### config.mk
export PLATFORM = sky130hd
export DESIGN_NAME = calendar_date_advance_flat
export DESIGN_NICKNAME = d
export VERILOG_FILES = /design/src/design/cda_pkg.sv /design/src/design/cda_in_if.sv /design/src/design/cda_out_if.sv /design/src/design/calendar_date_advance.sv /design/src/flat_wrapper.sv
export SDC_FILE = /design/constraint.sdc
export NUM_CORES = 1
export LEC_CHECK = 0
export BUFFER_PORTS_ARGS = -buffer_cell sky130_fd_sc_hd__buf_4
export CAP_MARGIN = 20
export CORE_ASPECT_RATIO = 0.7
export CORE_MARGIN = 5
export CORE_UTILIZATION = 45
export CTS_BUF_LIST = sky130_fd_sc_hd__clkbuf_16
export DETAILED_ROUTE_END_ITERATION = 8
export PLACE_DENSITY = 0.64
export SETUP_SLACK_MARGIN = 0.4
export SLEW_MARGIN = 10
export SYNTH_ARGS = -nofsm -noshare
export SYNTH_HDL_FRONTEND = slang
export SYNTH_SLANG_ARGS = --single-unit
### constraint.sdc
create_clock -name i_clk -period 16.67 [get_ports i_clk]
set_clock_uncertainty 0.1 [all_clocks]
set_input_delay 3.334 -clock i_clk [delete_from_list [all_inputs] [get_ports i_clk]]
set_output_delay 3.334 -clock i_clk [all_outputs]
set_load 0.005 [all_outputs]
### src/design/cda_pkg.sv
// Shared types, constants and helpers for the calendar date advance block.
`default_nettype none
package cda_pkg;

    localparam int unsigned VAL_W   = 16;
    localparam int unsigned DAY_W   = 5;
    localparam int unsigned MONTH_W = 4;
    localparam int unsigned YEAR_W  = 16;
    localparam int unsigned CNT_W   = 17;
    localparam int unsigned YMOD_W  = 9;
    localparam int unsigned MUL_W   = 17;
    localparam int unsigned PROD_W  = 2 * MUL_W;

    localparam logic [YEAR_W-1:0]  YEAR_MAX    = 16'd65535;
    localparam logic [DAY_W-1:0]   DAY_RESET   = 5'd6;
    localparam logic [MONTH_W-1:0] MONTH_RESET = 4'd1;
    localparam logic [YEAR_W-1:0]  YEAR_RESET  = 16'd18;
    localparam logic [YMOD_W-1:0]  YMOD_RESET  = 9'd18;
    localparam logic [DAY_W-1:0]   DAY_FIX     = 5'd16;
    localparam logic [MONTH_W-1:0] MONTH_FIX   = 4'd10;
    localparam logic [MONTH_W-1:0] MONTH_LAST  = 4'd12;
    localparam logic [YMOD_W-1:0]  YMOD_LAST   = 9'd399;

    // Reciprocals: floor(x * RECIP_12 >> 19) == x / 12 for x < 2^17,
    // floor(y * RECIP_400 >> 25) == y / 400 for y < 2^16.
    localparam logic [MUL_W-1:0] RECIP_12    = 17'd43691;
    localparam int unsigned      SHIFT_12    = 19;
    localparam logic [MUL_W-1:0] RECIP_400   = 17'd83887;
    localparam int unsigned      SHIFT_400   = 25;
    localparam int unsigned      Q12_W       = 14;
    localparam int unsigned      Q400_W      = 8;

    typedef enum logic [1:0] {
        MODE_SET    = 2'd0,
        MODE_DAYS   = 2'd1,
        MODE_MONTHS = 2'd2,
        MODE_YEARS  = 2'd3
    } t_mode;

    typedef enum logic [7:0] {
        S_IDLE = 8'b0000_0001,
        S_YMUL = 8'b0000_0010,
        S_YMOD = 8'b0000_0100,
        S_DCHK = 8'b0000_1000,
        S_MMUL = 8'b0001_0000,
        S_MDIV = 8'b0010_0000,
        S_WALK = 8'b0100_0000,
        S_DONE = 8'b1000_0000
    } t_state;

    function automatic logic [DAY_W-1:0] month_len(input logic [MONTH_W-1:0] m,
                                                   input logic leap);
        logic [DAY_W-1:0] len;
        if ((m <= 4'd7 && m[0]) || (m > 4'd7 && !m[0])) begin
            len = 5'd31;
        end else if (m == 4'd2) begin
            len = leap ? 5'd29 : 5'd28;
        end else begin
            len = 5'd30;
        end
        return len;
    endfunction

endpackage
`default_nettype wire

### src/design/cda_in_if.sv
// Command channel: mode and the three value fields.
`default_nettype none
interface cda_in_if;
    logic                          valid;
    logic                          ready;
    logic [1:0]                    mode;
    logic [cda_pkg::VAL_W-1:0]     day_value;
    logic [cda_pkg::VAL_W-1:0]     month_value;
    logic [cda_pkg::VAL_W-1:0]     year_value;

    modport source (output valid, output mode, output day_value, output month_value,
                    output year_value, input ready);
    modport sink   (input valid, input mode, input day_value, input month_value,
                    input year_value, output ready);
endinterface
`default_nettype wire

### src/design/cda_out_if.sv
// Result channel: the date after each command.
`default_nettype none
interface cda_out_if;
    logic                          valid;
    logic                          ready;
    logic [cda_pkg::DAY_W-1:0]     cur_day;
    logic [cda_pkg::MONTH_W-1:0]   cur_month;
    logic [cda_pkg::YEAR_W-1:0]    cur_year;

    modport source (output valid, output cur_day, output cur_month, output cur_year,
                    input ready);
    modport sink   (input valid, input cur_day, input cur_month, input cur_year,
                    output ready);
endinterface
`default_nettype wire

### src/design/calendar_date_advance.sv
// Date register with set, add-days, add-months and add-years commands.
// States after the accepting edge: add years YMUL, YMOD, DONE; set date YMUL, YMOD,
// DCHK, DONE; add months MMUL, MDIV, YMUL, YMOD, DONE; add days WALK, a walk step per cycle,
// one per month boundary crossed, then DONE. The next command can be taken in the same cycle that the result shows.
// Throughput: one command at a time; a finished beat waits in the output register
// while the next command is taken. The walk loop and the shared multiplier set this.
// Reset: synchronous active low; date returns to day 6, month 1, year 18.
`default_nettype none
module calendar_date_advance (
    input  wire        i_clk,
    input  wire        i_rst_n,
    cda_in_if.sink     i_in,
    cda_out_if.source  o_out
);

    cda_pkg::t_state                 r_state, n_state;
    logic [cda_pkg::DAY_W-1:0]       r_day, n_day;
    logic [cda_pkg::MONTH_W-1:0]     r_month, n_month;
    logic [cda_pkg::YEAR_W-1:0]      r_year, n_year;
    logic [cda_pkg::YMOD_W-1:0]      r_ymod, n_ymod;
    logic                            r_set, n_set;
    logic [cda_pkg::CNT_W-1:0]       r_cnt, n_cnt;
    logic [cda_pkg::PROD_W-1:0]      r_prod, n_prod;
    logic                            r_out_valid, n_out_valid;
    logic [cda_pkg::DAY_W-1:0]       r_out_day, n_out_day;
    logic [cda_pkg::MONTH_W-1:0]     r_out_month, n_out_month;
    logic [cda_pkg::YEAR_W-1:0]      r_out_year, n_out_year;

    logic                            leap;
    logic [cda_pkg::DAY_W-1:0]       mlen;
    logic [cda_pkg::MUL_W-1:0]       mul_a, mul_b;
    logic [cda_pkg::YEAR_W-1:0]      add_b;
    logic [cda_pkg::YEAR_W:0]        add_sum;
    logic [cda_pkg::YEAR_W-1:0]      year_sat;
    logic [cda_pkg::Q12_W-1:0]       q12;
    logic [cda_pkg::CNT_W-1:0]       q12_x12;
    logic [cda_pkg::CNT_W-1:0]       rem12;
    logic [cda_pkg::Q400_W-1:0]      q400;
    logic [cda_pkg::CNT_W-1:0]       q400_x400;
    logic [cda_pkg::CNT_W-1:0]       rem400;
    logic                            in_fire;

    assign in_fire = i_in.valid && i_in.ready;
    assign i_in.ready = (r_state == cda_pkg::S_IDLE);

    assign o_out.valid     = r_out_valid;
    assign o_out.cur_day   = r_out_day;
    assign o_out.cur_month = r_out_month;
    assign o_out.cur_year  = r_out_year;

    assign leap = (r_ymod[1:0] == 2'b00)
               && !(r_ymod inside {9'd100, 9'd200, 9'd300});
    assign mlen = cda_pkg::month_len(r_month, leap);

    // shared multiplier: month carry by 1/12, year split by 1/400
    assign mul_a = (r_state == cda_pkg::S_MMUL) ? r_cnt : {1'b0, r_year};
    assign mul_b = (r_state == cda_pkg::S_MMUL) ? cda_pkg::RECIP_12 : cda_pkg::RECIP_400;

    assign q12       = r_prod[cda_pkg::SHIFT_12 +: cda_pkg::Q12_W];
    assign q12_x12   = {q12, 3'b000} + {1'b0, q12, 2'b00};
    assign rem12     = r_cnt - q12_x12;
    assign q400      = r_prod[cda_pkg::SHIFT_400 +: cda_pkg::Q400_W];
    assign q400_x400 = {1'b0, q400, 8'd0} + {2'b00, q400, 7'd0} + {5'd0, q400, 4'd0};
    assign rem400    = {1'b0, r_year} - q400_x400;

    // shared saturating year adder
    always_comb begin
        if (r_state == cda_pkg::S_IDLE) begin
            add_b = i_in.year_value;
        end else if (r_state == cda_pkg::S_MDIV) begin
            add_b = {{(cda_pkg::YEAR_W - cda_pkg::Q12_W){1'b0}}, q12};
        end else begin
            add_b = 16'd1;
        end
    end
    assign add_sum  = {1'b0, r_year} + {1'b0, add_b};
    assign year_sat = add_sum[cda_pkg::YEAR_W] ? cda_pkg::YEAR_MAX
                                               : add_sum[cda_pkg::YEAR_W-1:0];

    always_comb begin
        n_state     = r_state;
        n_day       = r_day;
        n_month     = r_month;
        n_year      = r_year;
        n_ymod      = r_ymod;
        n_set       = r_set;
        n_cnt       = r_cnt;
        n_prod      = r_prod;
        n_out_valid = r_out_valid && !o_out.ready;
        n_out_day   = r_out_day;
        n_out_month = r_out_month;
        n_out_year  = r_out_year;

        case (r_state)
            cda_pkg::S_IDLE: begin
                if (in_fire) begin
                    n_set = 1'b0;
                    case (cda_pkg::t_mode'(i_in.mode))
                        cda_pkg::MODE_SET: begin
                            n_year  = i_in.year_value;
                            n_month = (i_in.month_value >= 16'd1 && i_in.month_value <= 16'd12)
                                    ? i_in.month_value[cda_pkg::MONTH_W-1:0]
                                    : cda_pkg::MONTH_FIX;
                            n_cnt   = {1'b0, i_in.day_value};
                            n_set   = 1'b1;
                            n_state = cda_pkg::S_YMUL;
                        end
                        cda_pkg::MODE_DAYS: begin
                            n_cnt   = {12'd0, r_day} + {1'b0, i_in.day_value};
                            n_state = cda_pkg::S_WALK;
                        end
                        cda_pkg::MODE_MONTHS: begin
                            n_cnt   = {13'd0, r_month} - 17'd1 + {1'b0, i_in.month_value};
                            n_state = cda_pkg::S_MMUL;
                        end
                        cda_pkg::MODE_YEARS: begin
                            n_year  = year_sat;
                            n_state = cda_pkg::S_YMUL;
                        end
                        default: begin
                            n_state = cda_pkg::S_IDLE;
                        end
                    endcase
                end
            end
            cda_pkg::S_MMUL: begin
                n_prod  = mul_a * mul_b;
                n_state = cda_pkg::S_MDIV;
            end
            cda_pkg::S_MDIV: begin
                n_month = rem12[cda_pkg::MONTH_W-1:0] + 4'd1;
                n_year  = year_sat;
                n_state = cda_pkg::S_YMUL;
            end
            cda_pkg::S_YMUL: begin
                n_prod  = mul_a * mul_b;
                n_state = cda_pkg::S_YMOD;
            end
            cda_pkg::S_YMOD: begin
                n_ymod  = rem400[cda_pkg::YMOD_W-1:0];
                n_state = r_set ? cda_pkg::S_DCHK : cda_pkg::S_DONE;
            end
            cda_pkg::S_DCHK: begin
                n_day   = (r_cnt != '0 && r_cnt <= {12'd0, mlen})
                        ? r_cnt[cda_pkg::DAY_W-1:0] : cda_pkg::DAY_FIX;
                n_state = cda_pkg::S_DONE;
            end
            cda_pkg::S_WALK: begin
                if (r_cnt > {12'd0, mlen}) begin
                    n_cnt = r_cnt - {12'd0, mlen};
                    if (r_month == cda_pkg::MONTH_LAST) begin
                        n_month = 4'd1;
                        n_year  = year_sat;
                        if (r_year != cda_pkg::YEAR_MAX) begin
                            n_ymod = (r_ymod == cda_pkg::YMOD_LAST) ? '0 : r_ymod + 9'd1;
                        end
                    end else begin
                        n_month = r_month + 4'd1;
                    end
                end else begin
                    n_day   = r_cnt[cda_pkg::DAY_W-1:0];
                    n_state = cda_pkg::S_DONE;
                end
            end
            cda_pkg::S_DONE: begin
                if (!r_out_valid || o_out.ready) begin
                    n_out_valid = 1'b1;
                    n_out_day   = r_day;
                    n_out_month = r_month;
                    n_out_year  = r_year;
                    n_state     = cda_pkg::S_IDLE;
                end
            end
            default: begin
                n_state = cda_pkg::S_IDLE;
            end
        endcase
    end

    always_ff @(posedge i_clk) begin
        if (!i_rst_n) begin
            r_state     <= cda_pkg::S_IDLE;
            r_day       <= cda_pkg::DAY_RESET;
            r_month     <= cda_pkg::MONTH_RESET;
            r_year      <= cda_pkg::YEAR_RESET;
            r_ymod      <= cda_pkg::YMOD_RESET;
            r_set       <= 1'b0;
            r_out_valid <= 1'b0;
        end else begin
            r_state     <= n_state;
            r_day       <= n_day;
            r_month     <= n_month;
            r_year      <= n_year;
            r_ymod      <= n_ymod;
            r_set       <= n_set;
            r_out_valid <= n_out_valid;
        end
    end

    always_ff @(posedge i_clk) begin
        r_cnt       <= n_cnt;
        r_prod      <= n_prod;
        r_out_day   <= n_out_day;
        r_out_month <= n_out_month;
        r_out_year  <= n_out_year;
    end

endmodule
`default_nettype wire

### src/flat_wrapper.sv
// flat-port wrapper written by rule: the top's interface ports become plain ports
module calendar_date_advance_flat 
  (i_clk, i_rst_n, i_in_valid, i_in_mode, i_in_day_value, i_in_month_value, i_in_year_value, i_in_ready, o_out_valid, o_out_cur_day, o_out_cur_month, o_out_cur_year, o_out_ready);
  cda_in_if i_in_i ();
  cda_out_if o_out_i ();
  input  wire i_clk;
  input  wire i_rst_n;
  input wire logic [$bits(i_in_i.valid)-1:0] i_in_valid;
  input wire logic [$bits(i_in_i.mode)-1:0] i_in_mode;
  input wire logic [$bits(i_in_i.day_value)-1:0] i_in_day_value;
  input wire logic [$bits(i_in_i.month_value)-1:0] i_in_month_value;
  input wire logic [$bits(i_in_i.year_value)-1:0] i_in_year_value;
  output wire logic [$bits(i_in_i.ready)-1:0] i_in_ready;
  output wire logic [$bits(o_out_i.valid)-1:0] o_out_valid;
  output wire logic [$bits(o_out_i.cur_day)-1:0] o_out_cur_day;
  output wire logic [$bits(o_out_i.cur_month)-1:0] o_out_cur_month;
  output wire logic [$bits(o_out_i.cur_year)-1:0] o_out_cur_year;
  input wire logic [$bits(o_out_i.ready)-1:0] o_out_ready;
  assign i_in_i.valid = i_in_valid;
  assign i_in_i.mode = i_in_mode;
  assign i_in_i.day_value = i_in_day_value;
  assign i_in_i.month_value = i_in_month_value;
  assign i_in_i.year_value = i_in_year_value;
  assign i_in_ready = i_in_i.ready;
  assign o_out_valid = o_out_i.valid;
  assign o_out_cur_day = o_out_i.cur_day;
  assign o_out_cur_month = o_out_i.cur_month;
  assign o_out_cur_year = o_out_i.cur_year;
  assign o_out_i.ready = o_out_ready;
  calendar_date_advance u_core (.i_clk(i_clk), .i_rst_n(i_rst_n), .i_in(i_in_i), .o_out(o_out_i));
endmodule
# Yosys cells after proc, flatten, opt, wreduce, memory -nomap -nowiden
# Index checks and enable logic that the tools add are counted.
dict set report word_totals {
  output_inout_bits 27
  in_bits 54
  elab_cells 130
  reg_bits 119
}
dict set report op_classes {
  n_eq_ne 27
  n_lt_le_gt_ge 6
  multipliers 1
  reduce_logical 31
  n_mux 40
  addsub 13
}
# operator n
set op_table {}
lappend op_table {{$mux W16} 5}
lappend op_table {{$mux W17} 4}
lappend op_table {{$pmux W8 S8} 1}
lappend op_table {{$pmux W17 S3} 1}
lappend op_table {{$pmux W16 S3} 1}
lappend op_table {{$mux W9} 4}
lappend op_table {{$pmux W17 S2} 1}
lappend op_table {{$mul A17 B17 Y33} 1}
lappend op_table {{$mux W8} 4}
lappend op_table {{$pmux W16 S2} 1}
lappend op_table {{$pmux W8 S3} 1}
lappend op_table {{$mux W4} 5}
lappend op_table {{$mux W5} 4}
lappend op_table {{$add A9 B9 Y9} 2}
lappend op_table {{$eq A9 B9 Y1 const B} 2}
lappend op_table {{$pmux W9 S2} 1}
lappend op_table {{$add A16 B16 Y17} 1}
lappend op_table {{$add A17 B16 Y17} 1}
lappend op_table {{$add A5 B16 Y17} 1}
lappend op_table {{$gt A17 B5 Y1} 1}
lappend op_table {{$le A17 B5 Y1} 1}
lappend op_table {{$reduce_bool A17 Y1} 1}
lappend op_table {{$sub A17 B5 Y17} 1}
lappend op_table {{$ge A16 B1 Y1 const B} 1}
lappend op_table {{other kinds (43)} 72}

# Depth between registers and ports, before layout
dict set report depth {
  ltp_word 11
  depth_mapped 29
  mapped_depth_nobuf 27
}

# Worst setup path after synthesis
# No wires, ideal clock.
dict set report synth_timing {
  kind {register to register}
  start {reg u_core.r_state[0]}
  end {reg u_core.r_prod[31] (netlist bit) (data pin)}
  path_buffers 1
  setup_time_ns 0.258
  t_arrival_ns 7.324
  slack_ns 8.988
  t_required_ns 16.312
  synth_period_minus_slack_ns 7.682
  path_stages_with_launch 29
  cell_sequence {dfxtp_1 -> nor4_1 -> nand2_1 -> nor2_1 -> clkbuf_1 -> nand2_1 -> nand2_1 -> inv_1 -> fa_1 -> inv_1 -> fa_1 -> inv_1 -> fa_1 -> inv_1 -> fa_1 -> fa_1 -> inv_1 -> fa_1 -> inv_1 -> ha_1 -> a21o_1 -> a221o_1 -> and2_4 -> or3_1 -> o21ba_2 -> o211a_1 -> a2111o_1 -> a21oi_2 -> xnor2_1}
}
dict set report synth_via {
  elab_chain_len 3
  elab_cells_between_ends 4
  classes_between {1 x mul; 1 x eq/ne; 2 x mux}
}
# item line
set synth_lines {}
lappend synth_lines {{start, declared} calendar_date_advance.sv:16} ;# cda_pkg::t_state r_state, n_state;
lappend synth_lines {{start signal, assigned} calendar_date_advance.sv:182} ;# r_state <= cda_pkg::S_IDLE;
lappend synth_lines {{start signal, assigned} calendar_date_advance.sv:190} ;# r_state <= n_state;
lappend synth_lines {{$eq A8 B5 Y1 *} {calendar_date_advance.sv:56, calendar_date_advance.sv:57, calendar_date_advance.sv:94}}
lappend synth_lines {{$mux W17 (on tied branches)} {calendar_date_advance.sv:56, calendar_date_advance.sv:57}}
lappend synth_lines {{$mul A17 B17 Y33 *} {calendar_date_advance.sv:127, calendar_date_advance.sv:136}}
lappend synth_lines {{end signal, assigned} calendar_date_advance.sv:202} ;# r_prod <= n_prod;
lappend synth_lines {{end, declared} calendar_date_advance.sv:23} ;# logic [cda_pkg::PROD_W-1:0] r_prod, n_prod;
# Every way passes the cells marked *; elsewhere a longest branch is shown, timed or not.
# A chain may end at the register's enable or synchronous reset.

# Worst setup path in the final report
# Ends and elaborated chain as after synthesis.

==> out/results.ini <==
[route]
wl_met3_um = 3200
met1Wirelength_um = 18900
num_vias = 11300
highest_layer = met5
first_pass_iters = 6
routed_wl_um = 37600
viasPerCell = 5.44
wl_met2_um = 15200
drcViolationCount = 0
drtAntennaViolNets = 0
wl_per_cell_um = 18.2
drt_iter0_drc = 1123

[worst_setup_path]
crit_family = adder cells
slowest_stage = fa_1
cp.arrival_ns = 8.46
cp.required_ns = 16.67
slowest_delay_ns = 0.55
path_common_cell = fa_1
crit_path_max_fanout = 24
crit_buf_inv = 4
crit_type = flip-flop to flip-flop
start_kind = flip-flop
critPathCaptureType = flip-flop

[place]
place_area_sq_mm = 0.0153
dp.cells = 2052
hpwl_um = 31900
portBuffers = 80
preCtsSetupSlack_ns = 8.24
globalplace.congestion = 0.970

[clock_tree]
post_cts_buffers = 0
cts_made_buffers = 9
clock-sinks = 100
cts_buffer_depth = 2
cts_resized = 0
cts_root_buf = clkbuf_16
htree_levels = 3
ctsHoldBuffers = 0
tritoncts = done
clk_pin_slew_ns = 0.08
clk_latency_ns = 0.36

[power_and_ir_drop]
pwr-share-seq_pct = 17.2
cellPowerDensity_mw_per_mm2 = 122
switching_share_pct = 49.0
power_frac_comb_pct = 71.8
p_leak_nw = 8.05
ir_drop_mv = 0.139
intPower_mw = 0.977
clkPwrFrac_pct = 10.9
p_switching_mw = 0.937

[sta]
setup_tns_ns = 0
max_freq_ghz = 0.118
tightest_slew_ns = 1.05
slew_headroom_pct = 29.5
hold_viol = 0
fin_crit_ns = 8.46
final-setup-viol-count = 0
drv_slew = 0
finalCritPeriodShare_pct = 50.7
timing.final.ws_setup_ns = 8.21
rsz0062_at_grt = false

[synthesis]
netlist_instances = 1587
synthMostInstantiatedCell = inv_1
seq_area_frac_synth_pct = 17.9
ys_warn_count = 0
synth_top_cell_by_area = fa_1
ys.flop_type = edfxtp_1
postSynth.asyncResetShare_pct = 0
synth.avg_cell_area_sq_um = 9.01
synth_edf_count = 56
synth_top_area_share_pct = 21.6
synth_common_cells = 335 x inv_1, 219 x ha_1, 154 x fa_1
synth.area.top_cells = fa_1 22%, ha_1 19%, edfxtp_1 12%, inv_1 8.8%, dfxtp_1 6.2%
ys_seq_elements = 100
syn_area_sq_mm = 0.0143
synth_cell_types = 73

[global_routing]
grt_max_degree = 37
overflow = 0
antenna_found_initial = 1
grt_pass1_vias = 11000
grtUsageTotal_pct = 21.1
grt_pass1_wl_um = 60600

[floorplanning]
coreArea_sq_mm = 0.0313
io-pin-count = 81
die_x_um = 223
initial_core_util_pct = 45.7
dieArea_sq_mm = 0.0355
die_h_um = 159
core.rowCount = 54

[cells_and_area]
syn_to_final_growth_pct = 9.35
drive_gt1_share_pct = 7.64
final_nets = 2071
finalNonFillerCells = 2069
n_antenna_cell = 0
utilization_pct = 50.0
design_area_sq_mm = 0.0156

[flow_run]
cap_viol_max_count = 0

[worst_hold_path]
min_path_type = flip-flop to flip-flop

[status]
outcome = completed

==> state kept, by name, indices dropped and copies added, names as in the netlist <==
name and flops:
u_core.o_out.cur_day 5, u_core.o_out.cur_month 4, u_core.r_year 16, u_core.o_out.cur_year 16
u_core.r_cnt 17, u_core.r_ymod 9, u_core.o_out.valid 1, u_core.r_prod 14
u_core.r_month 4, u_core.r_set 1, u_core.r_day 5, u_core.r_state 8
==> layer usage <==
layer	up-vias	GRT usage, %
li1	5401	-
met1	5473	33.3
met2	362	29.5
met3	26	5.23
met4	2	3.37
met5	-	0
==> cells in the final DEF (no fill, tap or decap), types with 13 or more instances in the layout <==
master and count:
dfxtp_1 44, and3_1 17, o221ai_1 13, xnor2_1 60, edfxtp_1 56, nand2b_1 14, buf_4 90, inv_1 335
ha_1 219, a21o_1 27, xor2_1 30, nand3_1 29, nand2_1 122, a221oi_1 15, a22o_1 13, a21oi_1 71
fa_1 154, nor3_1 24, nor2b_1 13, o21ai_0 54, nor2_1 62
==> power groups by stage <==
stage	sequential (mW)	clock, mW	combinational (mW)
after floorplan	0.316	0	1.01
after global placement	0.334	0	1.35
after detailed placement	0.335	0	1.37
after CTS	0.329	0.212	1.40
after global routing	0.332	0.221	1.61
final	0.330	0.209	1.38
==> worst paths after layout <==
kind	startpoint	to	slack [ns]	depth (start not counted)
setup / recovery	u_core.r_state[0]$_SDFFE_PN1P_	u_core.r_prod[31]$_DFFE_PP_	8.21	25
hold / removal	u_core.o_out.valid$_SDFF_PN0_	u_core.o_out.valid$_SDFF_PN0_	0.40	2
hold reg to reg	u_core.o_out.valid$_SDFF_PN0_	u_core.o_out.valid$_SDFF_PN0_	0.40	2
setup reg to reg	u_core.r_state[0]$_SDFFE_PN1P_	u_core.r_prod[31]$_DFFE_PP_	8.21	25
==> area by class of cell <==
cell class / instances / area (sq um)
Inverter: 337 / 1260
Timing Repair Buffer: 90 / 676
Clock inverter: 7 / 68.8
Clock buffer: 9 / 225
Multi-Input combinational cell: 1106 / 10300
Tap cell: 420 / 526
Fill cell: 2908 / 15600
Sequential cell: 100 / 2560
==> worst register-to-register path, stage by stage (launching register included) <==
cell	delay, ns
dfxtp_1	0.37
nor4_1	0.53
nand2_1	0.20
or2_2	0.53
nand2_1	0.22
inv_1	0.14
nor2_1	0.22
inv_1	0.19
fa_1	0.53
fa_1	0.53
fa_1	0.44
fa_1	0.54
fa_1	0.55
inv_1	0.06
fa_1	0.53
inv_1	0.04
ha_1	0.30
a21o_1	0.16
a221o_1	0.37
and2_4	0.17
or3_1	0.30
o21ba_2	0.27
o211a_1	0.27
a2111o_1	0.41
a21oi_2	0.16
xnor2_1	0.08
==> metrics by stage <==
| stage | hold WS, ns | power [mW] |
|---|---|---|
| 3_3_place_gp | 0.377 | 1.69 |
| 6_report | 0.399 | 1.91 |
| 5_1_grt | 0.420 | 2.16 |
| 4_1_cts | 0.401 | 1.94 |
| 3_5_place_dp | 0.380 | 1.71 |
| 2_1_floorplan | 0.306 | 1.32 |
==> kinds of logic (layout without fill, tap and decap cells) <==
kind of cell	after synthesis	in the layout	share of synthesized area, %
adders and majority gates	373	373	40.7
other	2	6	0.0525
xor gates and xnor gates	90	90	5.51
DFF	100	100	17.9
and+or+nand+nor	352	352	12.3
AOI/OAI and AO/OA	284	284	13.3
buffers and inverters	385	443	10.1
muxes	1	1	0.0700
Power figures use the tool's default switching activity.
